==> src/rtl/pauli_frame_propagator_macros.svh <==
// Assertion macros shared by the Pauli frame propagator modules.
// Depends on nothing; included by the modules that carry assertions.
`ifndef PAULI_FRAME_PROPAGATOR_MACROS_SVH
`define PAULI_FRAME_PROPAGATOR_MACROS_SVH

// Same-cycle implication, disabled while in reset
`define PFP_ASSERT_IMP(label, clk, rst_n, ante, cons, msg) \
	label: assert property (@(posedge clk) disable iff (!rst_n) (ante) |-> (cons)) \
		else $error(msg);

// Next-cycle implication, disabled while in reset
`define PFP_ASSERT_NXT(label, clk, rst_n, ante, cons, msg) \
	label: assert property (@(posedge clk) disable iff (!rst_n) (ante) |=> (cons)) \
		else $error(msg);

`endif

==> src/rtl/pfp_pkg.sv <==
// Shared types, codes and helpers for the Pauli frame propagator.
// No dependencies; imported by every module of the block.
package pfp_pkg;

	localparam int IDX_W       = 6;
	localparam int IDX_SPAN    = 1 << IDX_W;
	localparam int CFG_W       = 7;
	localparam int QUEUE_DEPTH = 4;

	// Configuration register indexes
	localparam logic CFG_NUM_QUBITS = 1'b0;
	localparam logic CFG_NUM_CLBITS = 1'b1;

	typedef enum logic [3:0] {
		OP_CLEAR   = 4'd0,
		OP_H       = 4'd1,
		OP_S       = 4'd2,
		OP_PAULI   = 4'd3,
		OP_QRST    = 4'd4,
		OP_MEAS    = 4'd5,
		OP_CX      = 4'd6,
		OP_FENCE   = 4'd7,
		OP_READ_Q  = 4'd8,
		OP_READ_C  = 4'd9
	} op_t;

	// Work the back end carries out
	typedef enum logic [3:0] {
		ACT_CLEAR,
		ACT_H,
		ACT_S,
		ACT_PAULI,
		ACT_RESET,
		ACT_MEASURE,
		ACT_CX,
		ACT_READ_Q,
		ACT_READ_C,
		ACT_ERROR
	} act_t;

	typedef enum logic [1:0] {
		FLT_NONE = 2'd0,
		FLT_X    = 2'd1,
		FLT_Y    = 2'd2,
		FLT_Z    = 2'd3
	} fault_t;

	typedef enum logic [1:0] {
		KIND_MEAS   = 2'd0,
		KIND_READ_Q = 2'd1,
		KIND_READ_C = 2'd2
	} kind_t;

	typedef enum logic [1:0] {
		ST_OK    = 2'd0,
		ST_QUBIT = 2'd1,
		ST_CLBIT = 2'd2
	} status_t;

	// Classified item, front to back
	typedef struct packed {
		act_t               act;
		logic [IDX_W-1:0]   qa;
		logic [IDX_W-1:0]   qb;
		logic [IDX_W-1:0]   cb;
		fault_t             fa;
		fault_t             fb;
		kind_t              err_kind;
		logic [IDX_W-1:0]   err_index;
		status_t            err_status;
	} cmd_t;

	// One result item
	typedef struct packed {
		kind_t              kind;
		logic [IDX_W-1:0]   index;
		logic               x_bit;
		logic               z_bit;
		status_t            status;
	} res_t;

	// Queue handshake, front to queue
	typedef struct packed {
		logic push;
		cmd_t cmd;
	} push_t;

	function automatic logic fault_x(input fault_t f);
		return (f == FLT_X) || (f == FLT_Y);
	endfunction

	function automatic logic fault_z(input fault_t f);
		return (f == FLT_Y) || (f == FLT_Z);
	endfunction

endpackage

==> src/rtl/pfp_front.sv <==
// Front end: configuration registers, range checks and op decoding.
// Depends on pfp_pkg; feeds pfp_queue.
module pfp_front #(
	parameter int MAX_QUBITS = 64,
	parameter int MAX_CLBITS = 64
) (
	input  logic                        clk,
	input  logic                        arst_n,
	input  logic                        in_valid,
	input  logic                        q_ready,
	input  logic [3:0]                  op,
	input  logic [pfp_pkg::IDX_W-1:0]   qubit_a,
	input  logic [pfp_pkg::IDX_W-1:0]   qubit_b,
	input  logic [pfp_pkg::IDX_W-1:0]   clbit_index,
	input  pfp_pkg::fault_t             fault_a,
	input  pfp_pkg::fault_t             fault_b,
	input  logic                        cfg_we,
	input  logic                        cfg_index,
	input  logic [pfp_pkg::CFG_W-1:0]   cfg_data,
	output pfp_pkg::push_t              push
);
	import pfp_pkg::*;

	logic [CFG_W-1:0] num_qubits_q;
	logic [CFG_W-1:0] num_clbits_q;
	logic             qa_ok, qb_ok, cb_ok;
	logic             keep;
	cmd_t             cmd;

	// Configuration registers
	always_ff @(posedge clk or negedge arst_n) begin
		if (!arst_n) begin
			num_qubits_q <= CFG_W'(IDX_SPAN);
			num_clbits_q <= CFG_W'(IDX_SPAN);
		end else if (cfg_we) begin
			if (cfg_index == CFG_NUM_QUBITS) num_qubits_q <= cfg_data;
			if (cfg_index == CFG_NUM_CLBITS) num_clbits_q <= cfg_data;
		end
	end

	// Range checks against the configured and the built-in limits
	assign qa_ok = ({1'b0, qubit_a} < num_qubits_q) && (32'(qubit_a) < MAX_QUBITS);
	assign qb_ok = ({1'b0, qubit_b} < num_qubits_q) && (32'(qubit_b) < MAX_QUBITS);
	assign cb_ok = ({1'b0, clbit_index} < num_clbits_q) && (32'(clbit_index) < MAX_CLBITS);

	// Decode; range errors are settled here and carried as their own action
	always_comb begin
		cmd            = '0;
		cmd.qa         = qubit_a;
		cmd.qb         = qubit_b;
		cmd.cb         = clbit_index;
		cmd.fa         = fault_a;
		cmd.fb         = fault_b;
		cmd.act        = ACT_CLEAR;
		cmd.err_kind   = KIND_READ_Q;
		cmd.err_index  = qubit_a;
		cmd.err_status = ST_QUBIT;
		keep           = 1'b1;
		unique case (op_t'(op))
			OP_CLEAR: begin
				cmd.act = ACT_CLEAR;
			end
			OP_H, OP_S, OP_PAULI, OP_QRST: begin
				case (op_t'(op))
					OP_H:    cmd.act = ACT_H;
					OP_S:    cmd.act = ACT_S;
					OP_PAULI: cmd.act = ACT_PAULI;
					default: cmd.act = ACT_RESET;
				endcase
				if (!qa_ok) cmd.act = ACT_ERROR;
			end
			OP_MEAS: begin
				cmd.act      = ACT_MEASURE;
				cmd.err_kind = KIND_MEAS;
				if (!qa_ok) begin
					cmd.act = ACT_ERROR;
				end else if (!cb_ok) begin
					cmd.act        = ACT_ERROR;
					cmd.err_index  = clbit_index;
					cmd.err_status = ST_CLBIT;
				end
			end
			OP_CX: begin
				cmd.act = ACT_CX;
				if (!qa_ok) begin
					cmd.act = ACT_ERROR;
				end else if (!qb_ok) begin
					cmd.act       = ACT_ERROR;
					cmd.err_index = qubit_b;
				end
			end
			OP_READ_Q: begin
				cmd.act = qa_ok ? ACT_READ_Q : ACT_ERROR;
			end
			OP_READ_C: begin
				cmd.act        = cb_ok ? ACT_READ_C : ACT_ERROR;
				cmd.err_kind   = KIND_READ_C;
				cmd.err_index  = clbit_index;
				cmd.err_status = ST_CLBIT;
			end
			OP_FENCE: begin
				keep = 1'b0;
			end
			default: begin
				keep = 1'b0;
			end
		endcase
	end

	// Barriers and unused codes are taken but leave no trace
	assign push.push = in_valid && q_ready && keep;
	assign push.cmd  = cmd;

endmodule

==> src/rtl/pfp_queue.sv <==
// Short queue of classified items between front and back end.
// Depends on pfp_pkg and the assertion macro header.
`include "pauli_frame_propagator_macros.svh"
module pfp_queue (
	input  logic            clk,
	input  logic            arst_n,
	input  pfp_pkg::push_t  push,
	output logic            ready,
	input  logic            pop,
	output logic            valid,
	output pfp_pkg::cmd_t   head
);
	import pfp_pkg::*;

	localparam int AW = $clog2(QUEUE_DEPTH);
	localparam int CW = AW + 1;
	localparam logic [CW-1:0] FULL_CNT = CW'(QUEUE_DEPTH);

	cmd_t            entry_q [QUEUE_DEPTH];
	logic [AW-1:0]   wr_ptr_q;
	logic [AW-1:0]   rd_ptr_q;
	logic [CW-1:0]   count_q;

	assign ready = (count_q != FULL_CNT);
	assign valid = (count_q != '0);
	assign head  = entry_q[rd_ptr_q];

	// Pointers and fill count
	always_ff @(posedge clk or negedge arst_n) begin
		if (!arst_n) begin
			wr_ptr_q <= '0;
			rd_ptr_q <= '0;
			count_q  <= '0;
		end else begin
			if (push.push) wr_ptr_q <= wr_ptr_q + AW'(1);
			if (pop)       rd_ptr_q <= rd_ptr_q + AW'(1);
			if (push.push && !pop)      count_q <= count_q + CW'(1);
			else if (!push.push && pop) count_q <= count_q - CW'(1);
		end
	end

	// Storage
	always_ff @(posedge clk) begin
		if (push.push) entry_q[wr_ptr_q] <= push.cmd;
	end

	`PFP_ASSERT_IMP(a_count_bound, clk, arst_n, 1'b1, count_q <= FULL_CNT, "queue overfilled")
	`PFP_ASSERT_IMP(a_pop_nonempty, clk, arst_n, pop, count_q != '0, "pop from empty queue")
	`PFP_ASSERT_NXT(a_push_grows, clk, arst_n, push.push && !pop,
		count_q == $past(count_q) + CW'(1), "queue count did not grow")

endmodule

==> src/rtl/pfp_back.sv <==
// Back end: Pauli frame and measured bits, gate execution, result register.
// Depends on pfp_pkg and the assertion macro header; fed by pfp_queue.
`include "pauli_frame_propagator_macros.svh"
module pfp_back #(
	parameter int MAX_QUBITS = 64,
	parameter int MAX_CLBITS = 64
) (
	input  logic            clk,
	input  logic            arst_n,
	input  logic            cmd_valid,
	input  pfp_pkg::cmd_t   cmd,
	output logic            pop,
	output logic            out_valid,
	input  logic            out_ready,
	output pfp_pkg::res_t   res
);
	import pfp_pkg::*;

	localparam int QCAP = (MAX_QUBITS < IDX_SPAN) ? MAX_QUBITS : IDX_SPAN;
	localparam int CCAP = (MAX_CLBITS < IDX_SPAN) ? MAX_CLBITS : IDX_SPAN;
	localparam int QIW  = (QCAP > 1) ? $clog2(QCAP) : 1;
	localparam int CIW  = (CCAP > 1) ? $clog2(CCAP) : 1;
	localparam int QFW  = 1 << QIW;
	localparam int CFW  = 1 << CIW;

	logic [QFW-1:0] x_q, z_q, x_d, z_d;
	logic [CFW-1:0] m_q, m_d;
	logic [QIW-1:0] a, b;
	logic [CIW-1:0] c;
	logic           xa, za, xb, zb, fxa, fza, fxb, fzb, meas_v;
	logic           res_vld;
	logic           out_valid_q;
	res_t           res_d, res_q;

	// Out of range indexes never reach here, so the low bits suffice
	assign a   = cmd.qa[QIW-1:0];
	assign b   = cmd.qb[QIW-1:0];
	assign c   = cmd.cb[CIW-1:0];
	assign xa  = x_q[a];
	assign za  = z_q[a];
	assign xb  = x_q[b];
	assign zb  = z_q[b];
	assign fxa = fault_x(cmd.fa);
	assign fza = fault_z(cmd.fa);
	assign fxb = fault_x(cmd.fb);
	assign fzb = fault_z(cmd.fb);
	assign meas_v = xa ^ fxa;

	// Result register takes a new item whenever it is empty or being drained
	assign pop = cmd_valid && (!out_valid_q || out_ready);

	// Frame update and result for the item at the head of the queue
	always_comb begin
		x_d     = x_q;
		z_d     = z_q;
		m_d     = m_q;
		res_vld = 1'b0;
		res_d   = '0;
		case (cmd.act)
			ACT_CLEAR: begin
				x_d = '0;
				z_d = '0;
				m_d = '0;
			end
			ACT_H: begin
				x_d[a] = za ^ fxa;
				z_d[a] = xa ^ fza;
			end
			ACT_S: begin
				x_d[a] = xa ^ fxa;
				z_d[a] = za ^ xa ^ fza;
			end
			ACT_PAULI: begin
				x_d[a] = xa ^ fxa;
				z_d[a] = za ^ fza;
			end
			ACT_RESET: begin
				x_d[a] = fxa;
				z_d[a] = fza;
			end
			ACT_MEASURE: begin
				x_d[a]       = meas_v;
				z_d[a]       = za ^ fza;
				m_d[c]       = meas_v;
				res_vld      = 1'b1;
				res_d.kind   = KIND_MEAS;
				res_d.index  = cmd.cb;
				res_d.x_bit  = meas_v;
				res_d.status = ST_OK;
			end
			ACT_CX: begin
				// sequenced so that a control equal to its target clears the qubit
				x_d[b] = xb ^ xa;
				z_d[a] = za ^ zb;
				x_d[a] = x_d[a] ^ fxa;
				z_d[a] = z_d[a] ^ fza;
				x_d[b] = x_d[b] ^ fxb;
				z_d[b] = z_d[b] ^ fzb;
			end
			ACT_READ_Q: begin
				res_vld      = 1'b1;
				res_d.kind   = KIND_READ_Q;
				res_d.index  = cmd.qa;
				res_d.x_bit  = xa;
				res_d.z_bit  = za;
				res_d.status = ST_OK;
			end
			ACT_READ_C: begin
				res_vld      = 1'b1;
				res_d.kind   = KIND_READ_C;
				res_d.index  = cmd.cb;
				res_d.x_bit  = m_q[c];
				res_d.status = ST_OK;
			end
			ACT_ERROR: begin
				res_vld      = 1'b1;
				res_d.kind   = cmd.err_kind;
				res_d.index  = cmd.err_index;
				res_d.status = cmd.err_status;
			end
			default: begin
				res_vld = 1'b0;
			end
		endcase
	end

	// Frame state
	always_ff @(posedge clk or negedge arst_n) begin
		if (!arst_n) begin
			x_q <= '0;
			z_q <= '0;
			m_q <= '0;
		end else if (pop) begin
			x_q <= x_d;
			z_q <= z_d;
			m_q <= m_d;
		end
	end

	// Output valid
	always_ff @(posedge clk or negedge arst_n) begin
		if (!arst_n) begin
			out_valid_q <= 1'b0;
		end else if (pop) begin
			out_valid_q <= res_vld;
		end else if (out_ready) begin
			out_valid_q <= 1'b0;
		end
	end

	// Output payload
	always_ff @(posedge clk) begin
		if (pop && res_vld) res_q <= res_d;
	end

	assign out_valid = out_valid_q;
	assign res       = res_q;

	`PFP_ASSERT_IMP(a_no_pop_when_stalled, clk, arst_n, out_valid_q && !out_ready, !pop,
		"item taken while result stalled")
	`PFP_ASSERT_NXT(a_result_follows_pop, clk, arst_n, pop && res_vld, out_valid_q,
		"result lost after execution")

endmodule

==> src/rtl/pauli_frame_propagator.sv <==
// Pauli frame propagator: an accepted item enters the queue; when the back end takes it,
// its result is registered and shows on m_tvalid in the cycle after that.
// Throughput 1 item per cycle unless m_tready stalls the result, set by the read-modify-write
// of the frame registers in the back end; a 4-item queue decouples decoding from execution.
// Reset (arst_n low, asynchronous) clears the frame, the measured bits and all control
// state and sets both size registers to 64; s_tready is high from release on until the queue fills.
module pauli_frame_propagator #(
	parameter int MAX_QUBITS = 64,
	parameter int MAX_CLBITS = 64
) (
	input  logic        clk,
	input  logic        arst_n,
	input  logic        s_tvalid,
	output logic        s_tready,
	input  logic [31:0] s_tdata,   // op[3:0], qubit_a[9:4], qubit_b[15:10],
	                               // clbit_index[21:16], fault_a[23:22], fault_b[25:24]
	output logic        m_tvalid,
	input  logic        m_tready,
	output logic [15:0] m_tdata,   // index[5:0], x_bit[6], z_bit[7], status[9:8]
	output logic [1:0]  m_tuser,   // kind[1:0]
	input  logic        cfg_we,
	input  logic        cfg_index,
	input  logic [6:0]  cfg_data
);
	import pfp_pkg::*;

	push_t push;
	logic  q_ready, q_valid, pop;
	cmd_t  head;
	res_t  res;

	pfp_front #(
		.MAX_QUBITS (MAX_QUBITS),
		.MAX_CLBITS (MAX_CLBITS)
	) u_front (
		.clk         (clk),
		.arst_n      (arst_n),
		.in_valid    (s_tvalid),
		.q_ready     (q_ready),
		.op          (s_tdata[3:0]),
		.qubit_a     (s_tdata[9:4]),
		.qubit_b     (s_tdata[15:10]),
		.clbit_index (s_tdata[21:16]),
		.fault_a     (fault_t'(s_tdata[23:22])),
		.fault_b     (fault_t'(s_tdata[25:24])),
		.cfg_we      (cfg_we),
		.cfg_index   (cfg_index),
		.cfg_data    (cfg_data),
		.push        (push)
	);

	pfp_queue u_queue (
		.clk    (clk),
		.arst_n (arst_n),
		.push   (push),
		.ready  (q_ready),
		.pop    (pop),
		.valid  (q_valid),
		.head   (head)
	);

	pfp_back #(
		.MAX_QUBITS (MAX_QUBITS),
		.MAX_CLBITS (MAX_CLBITS)
	) u_back (
		.clk       (clk),
		.arst_n    (arst_n),
		.cmd_valid (q_valid),
		.cmd       (head),
		.pop       (pop),
		.out_valid (m_tvalid),
		.out_ready (m_tready),
		.res       (res)
	);

	assign s_tready = q_ready;
	assign m_tdata  = {6'd0, res.status, res.z_bit, res.x_bit, res.index};
	assign m_tuser  = res.kind;

endmodule
==> config.mk <==
export PLATFORM = sky130hd
export DESIGN_NAME = pauli_frame_propagator
export DESIGN_NICKNAME = d
export VERILOG_FILES = /design/src/rtl/pfp_pkg.sv /design/src/rtl/pfp_front.sv /design/src/rtl/pfp_queue.sv /design/src/rtl/pfp_back.sv /design/src/rtl/pauli_frame_propagator.sv
export VERILOG_INCLUDE_DIRS = /design/src /design/src/rtl
export SDC_FILE = /design/constraint.sdc
export NUM_CORES = 2
export LEC_CHECK = 0
export BUFFER_PORTS_ARGS = -buffer_cell sky130_fd_sc_hd__buf_2
export CORE_ASPECT_RATIO = 0.7
export CORE_UTILIZATION = 40
export DETAILED_ROUTE_END_ITERATION = 10
export GPL_TIMING_DRIVEN = 0
export MAX_ROUTING_LAYER = met4
export PLACE_DENSITY = 0.61
export SYNTH_ARGS = -nofsm -noshare
export SYNTH_HDL_FRONTEND = slang
export SYNTH_SLANG_ARGS = --single-unit
==> constraint.sdc <==
create_clock -name clk -period 19.6 [get_ports clk]
set_input_delay 2.94 -clock clk [delete_from_list [all_inputs] [get_ports clk]]
set_output_delay 2.94 -clock clk [all_outputs]
set_load 0.01 [all_outputs]
Yosys cells after proc, flatten, opt, wreduce, memory -nomap -nowiden
Memories as Yosys holds them, arrays and structs flattened.
Index checks and enable logic that the tools add are counted.
{"block": "word_totals", "wordCells": 167, "ramBits": 144, "memories": 1, "register_bits": 226, "in_bits": 45}
{"name": "u_queue.entry_q", "depth": 4, "word_bits": 36, "read_ports": 1, "rd_ports_with_merged_regs": 0, "wr": 1, "line": "pfp_queue.sv:19", "rtl": "cmd_t entry_q [QUEUE_DEPTH];"}
{"block": "classes", "magnitude_cmp": 9, "bitwise_logic": 13, "n_addsub": 4, "n_eq_ne": 24, "mux": 67, "n_reduce_logical": 35}
{"op": "$bwmux 64", "count": 14}
{"op": "$pmux 64 s6", "count": 1}
{"op": "$pmux 64 s5", "count": 1}
{"op": "$pmux 64 s2", "count": 1}
{"op": "$bmux 1 s6", "count": 9}
{"op": "$pmux 8 s4", "count": 1}
{"op": "$eq 4x3->1 const B", "count": 7}
{"op": "$mux 4", "count": 6}
{"op": "$lt 6x7->1", "count": 3}
{"op": "$lt 6x7->1 const B", "count": 3}
{"op": "$pmux 4 s5", "count": 1}
{"op": "$mux 1", "count": 19}
{"op": "$demux 1 s6", "count": 3}
{"op": "$ge 6x1->1 const B", "count": 3}
{"op": "$pmux 6 s3", "count": 1}
{"op": "$eq 4x2->1 const B", "count": 4}
{"op": "$eq 4x4->1 const B", "count": 4}
{"op": "$mux 8", "count": 2}
{"op": "$mux 6", "count": 2}
{"op": "$xor 1x1->1", "count": 12}
{"op": "$reduce_and 2->1", "count": 5}
{"op": "$logic_and 1x1->1", "count": 9}
{"op": "$pmux 3 s3", "count": 1}
{"op": "$reduce_or 9->1", "count": 1}
{"op": "other kinds (21)", "count": 39}

Depth between registers and ports, before layout
An unclocked memory read counts as a cell.
{"block": "logic_depth", "ltp_word": 15, "ltp_mapped": 30, "depth_no_buf": 20}

Cells and area by module
From an unflattened synthesis, not the netlist that was laid out.
{"block": "unflattened", "cells_unflattened": 2720, "hier_area_um2": 24359.6}
{"module": "pfp_back", "n_inst": 1, "cells_each": 2328, "area_each_um2": 17282.8, "seq_area_each_um2": 5190.0}
{"module": "pfp_queue", "n_inst": 1, "cells_each": 223, "area_each_um2": 5605.4, "seq_area_each_um2": 4499.3}
{"module": "pfp_front", "n_inst": 1, "cells_each": 162, "area_each_um2": 1422.6, "seq_area_each_um2": 352.8}
{"module": "pauli_frame_propagator", "n_inst": 1, "cells_each": 7, "area_each_um2": 48.8, "seq_area_each_um2": 0.0}

Least setup slack after synthesis
No wires, ideal clock.
{"block": "synth_path", "path_type": "reg-to-reg", "from": "reg u_queue.rd_ptr_q[0]", "to": "reg u_back.z_q[16]", "required_ns": 19.484, "path_slack_ns": 13.070, "path_stages_with_launch": 27, "period_less_slack_ns": 6.530, "path_buffers": 7, "t_arrival_ns": 6.414, "cell_sequence": "dfrtp_1 -> buf_6 -> mux4_2 -> buf_2 -> buf_4 -> buf_4 -> clkbuf_1 -> mux2_1 -> a22o_1 -> nand2_1 -> a31oi_1 -> or4_1 -> or4_1 -> xnor2_1 -> xnor2_1 -> clkbuf_1 -> nor2_1 -> a21oi_1 -> o22ai_1 -> nor4_1 -> a211oi_1 -> nor4_1 -> nand4_1 -> xnor2_1 -> clkbuf_1 -> o211ai_1 -> o311ai_0"}
{"block": "synth_between", "elab_chain_cells": 15, "elab_cells_between_ends": 52}
{"element": "start, declared", "line": "pfp_queue.sv:21", "rtl": "logic [AW-1:0] rd_ptr_q;"}
{"element": "start signal, assigned", "line": "pfp_queue.sv:36", "rtl": "if (pop) rd_ptr_q <= rd_ptr_q + AW'(1);"}
{"element": "$mem_v2 4x36 (*)"}
{"element": "$lt 6x7->1 (implied by the code) or $ge 6x1->1 (tied branches)"}
{"element": "$logic_and 1x1->1 (implied by the code)"}
{"element": "$mux 1 (implied by the code)"}
{"element": "$demux 1 s6"}
{"element": "$bwmux 64", "line": "pfp_back.sv:94", "rtl": "z_d[a] = za ^ zb;"}
{"element": "$bmux 1 s6", "line": "pfp_back.sv:96", "rtl": "z_d[a] = z_d[a] ^ fza;"}
{"element": "$mux 1 (implied by the code)", "line": "pfp_back.sv:96"}
{"element": "$xor 1x1->1", "line": "pfp_back.sv:96"}
{"element": "$bwmux 64", "line": "pfp_back.sv:96"}
{"element": "$bmux 1 s6", "line": "pfp_back.sv:98", "rtl": "z_d[b] = z_d[b] ^ fzb;"}
{"element": "$mux 1 (implied by the code)", "line": "pfp_back.sv:98"}
{"element": "$xor 1x1->1", "line": "pfp_back.sv:98"}
{"element": "$bwmux 64", "line": "pfp_back.sv:98"}
{"element": "$pmux 64 s6", "line": "pfp_back.sv:59", "rtl": "case (cmd.act)"}
{"element": "end signal, assigned", "line": "pfp_back.sv:135", "rtl": "z_q <= z_d;"}
{"element": "end, declared", "line": "pfp_back.sv:26", "rtl": "logic [QFW-1:0] x_q, z_q, x_d, z_d;"}
Mark *: on every way between the ends. The rest lies on a longest branch, timed or not. The select of a mux whose other input is x is not followed.
A chain may end at the register's enable or synchronous reset.

Worst setup path after layout
{"block": "layout_path", "from": "reg u_queue.rd_ptr_q[1]", "to": "reg u_back.z_q[24]"}
Same word-level chain as after synthesis.

==> results.toml <==
[run_status]
status = "finished, violations left"
violations = "capacitance limit, slew limit"

[worst_setup_path]
critical_path.slowest_cell = "o41ai_1"
worstPathCellList = "buf_4 > buf_2 > mux2i_1 > mux2_2 > clkbuf_1 > nand2_1 > clkbuf_1 > buf_1 > o22ai_1 > a211oi_1 > o22ai_1 > nor4_1 > xnor2_1 > clkbuf_1 > buf_2 > nor2_1 > a21oi_1 > o22ai_1 > o41ai_1 > nand4_1 > xnor2_1 > clkbuf_1 > o211ai_1 > o311ai_0"
crit_fanout = 10
crit_buf_inv = 8
worst_path_most_repeated_cell = "clkbuf_1"
worst_ep_arrival_time_ns = 13.41
slowest_delay_ns = 1.18
rrSetupSlack_ns = 6.67
crit_path_end_kind = "flop"
startpoint_type = "flop"
critPathKind = "reg2reg"
cp.required_ns = 20.07
critPathTopFamily = "buffers and inverters"

[synthesis]
synth_ff_type = "dfrtp_1"
syn-cell-area_um2 = 27900
async_flop_share = 0.578
synth_cell_type_count = 88
syn_inst = 3521
ys.warnings.count = 0
yosysSeqAreaShare = 0.360
synth_seq_cells = 370
synth_enable_flop_cells = 156
synth_area_per_cell_um2 = 7.91

[die]
die_area_um2 = 70700
initial_core_util = 0.407
fp.dieW_um = 317
design.core.area_um2 = 68500
die_h_um = 223
ios = 65
rows = 80

[global_route]
grt_usage = 0.509
antenna_found_initial = 18
first_global_vias = 29946
grt_first_pass_wirelength_um = 244000
grt-ovfl-total = 0
grt_max_degree = 81

[timing]
slew_headroom = -0.0931
period_minus_slack_ns = 12.93
fin_setup_tns_ns = 0
slew_violations = 47
setup_violations = 0
fin_crit_sh = 0.660
fmax_mhz = 77.3
rsz0062_at_grt = "false"
skew_ns = 0.0458
hold_slack_ns = 0.499
worstMarginPinSlew_ns = 1.64
hold_viol = 0

[drt]
drc = 0
vias = 33934
routed_wl_um = 180000
drt-pass1-iter-count = 9
antenna_left = 0
wl_per_cell_um = 39.4
viasPerCell = 7.40
drt_iter0_markers = 7450

[finish]
area_delta_synth_final_pct = 11.1
postLayoutCoreUtil = 0.452
layout-drive-gt1-share = 0.0830
nets = 3700

[placement]
gp_congestion = 1.17
dp_hpwl_um = 137000
portBuffers = 51

[clock_tree]
clock_sinks = 370
cts_tree = "built"
post_cts_buffers = 0
postCtsHoldBufs = 0
numCtsBuffers = 43
htree_levels = 2
cts_root_buffer = "clkbuf_16"
clockBufferDepth = 3
clk_pin_slew_ns = 0.07
cts_resized = 0
insertion_delay_ns = 0.65

[hold_path]
worstHoldPathType = "reg2reg"

[flow_run]
max_cap_viol_count = 6
## metal layers
layer | track usage | vias to the layer above | share of wire
met2 | 0.594 | 3327 | 0.35
li1 | - | 13583 | -
met4 | 0.184 | 0 | 0.044
met1 | 0.701 | 16465 | 0.41
met5 | - | - | 0
met3 | 0.289 | 559 | 0.19
## cells by family after synthesis
| kind of cell | Yosys count | share of synthesized area |
|---|---|---|
| and+or+nand+nor | 1128 | 0.178 |
| DFF | 370 | 0.360 |
| adders and majority gates | 25 | 0.0115 |
| other | 1 | 0.000135 |
| muxes | 99 | 0.0564 |
| xor gates and xnor gates | 12 | 0.00377 |
| AOI/OAI and AO/OA | 1524 | 0.336 |
| buffers and inverters | 362 | 0.0533 |
## path summary, 6_finish.rpt
check | from | end | cells after the start
worst max-delay path | u_queue.rd_ptr_q[1]$_DFFE_PN0P_ | u_back.z_q[24]$_DFFE_PN0P_ | 24
worst min-delay path | u_queue.count_q[2]$_DFFE_PN0P_ | u_queue.count_q[2]$_DFFE_PN0P_ | 1
worst max register to register | u_queue.rd_ptr_q[1]$_DFFE_PN0P_ | u_back.z_q[24]$_DFFE_PN0P_ | 24
worst min register to register | u_queue.count_q[2]$_DFFE_PN0P_ | u_queue.count_q[2]$_DFFE_PN0P_ | 1
max in group asynchronous | arst_n | u_back.z_q[52]$_DFFE_PN0P_ | 2
min in group asynchronous | arst_n | u_back.m_q[31]$_DFFE_PN0P_ | 1
## final cells by class
cell class | count | area [um2]
fillers | 7012 | 37500
multi-input cells | 2794 | 16400
flip-flops and latches | 370 | 10000
plain buffers | 337 | 1390
clock buffers | 58 | 1170
well taps | 902 | 1130
repair buffers | 59 | 419
clock inverters | 20 | 303
inverters | 25 | 93.8
diodes | 19 | 47.5
## cell usage in the layout, fill, tap and decap left out, types with 20 or more instances in the layout
| cell type | instances |
|---|---|
| a211oi_1 | 42 |
| a21oi_1 | 388 |
| a221oi_1 | 28 |
| a22o_1 | 22 |
| a22oi_1 | 35 |
| a31oi_1 | 47 |
| and3_1 | 25 |
| buf_1 | 27 |
| buf_2 | 97 |
| clkbuf_1 | 259 |
| clkbuf_16 | 43 |
| dfrtp_1 | 212 |
| edfxtp_1 | 156 |
| ha_1 | 24 |
| inv_1 | 22 |
| mux2_2 | 32 |
| mux2i_1 | 23 |
| mux4_2 | 43 |
| nand2_1 | 393 |
| nand2b_1 | 29 |
| nand3_1 | 81 |
| nand4_1 | 28 |
| nor2_1 | 413 |
| nor2b_1 | 25 |
| nor3_1 | 44 |
| o211ai_1 | 69 |
| o21ai_0 | 504 |
| o21ai_1 | 20 |
| o221ai_1 | 45 |
| o22ai_1 | 128 |
| o311ai_0 | 28 |
| or3_1 | 23 |
## Yosys cell counts, types with 15 or more instances
cell        n  share of area
nand3_1    81          0.015
inv_1      22         0.0030
o311ai_0   28         0.0088
dfrtp_1   212           0.19
a31oi_1    47          0.011
and2_1     15         0.0034
mux2_2     32          0.013
buf_2      47         0.0084
buf_1      27         0.0036
o21ai_0   504          0.091
ha_1       24          0.011
nor3_1     44         0.0079
edfxtp_1  156           0.17
o211ai_1   69          0.019
a221oi_1   28         0.0088
o21ai_1    20         0.0036
mux4_2     43          0.035
o22ai_1   128          0.029
nand4_1    28         0.0063
nor2_1    413          0.056
a22oi_1    35         0.0094
nor2b_1    25         0.0056
nand2b_1   29         0.0065
o221ai_1   45          0.014
a21oi_1   388          0.070
or3_1      23         0.0052
mux2i_1    23         0.0083
a22o_1     22         0.0069
nand2_1   393          0.053
clkbuf_1  248          0.033
and3_1     25         0.0056
a211oi_1   43          0.012
## through the flow
step / std cells / instance area [um2] / setup slack [ns]
floorplan: 3526 / 27900 / 13.07
CTS: 4565 / 30900 / 8.17
global placement: 4479 / 29300 / 8.09
detailed placement: 4487 / 29400 / 8.25
finish: 4584 / 31000 / 6.67
global route: 4582 / 31000 / 7.18
## sequential cells by signal (all words and copies together) (netlist names)
| name | flops |
|---|---|
| u_back.z_q | 64 |
| u_back.out_valid | 1 |
| u_queue.entry_q | 144 |
| u_queue.wr_ptr_q | 2 |
| u_queue.count_q | 3 |
| u_back.x_q | 64 |
| u_back.m_q | 64 |
| u_back.res | 12 |
| u_front.num_clbits_q | 7 |
| u_queue.rd_ptr_q | 2 |
| u_front.num_qubits_q | 7 |
Power is left out: the tool's default activity adds up to more than one toggle a clock period on the data nets, which glitch-free logic cannot reach.
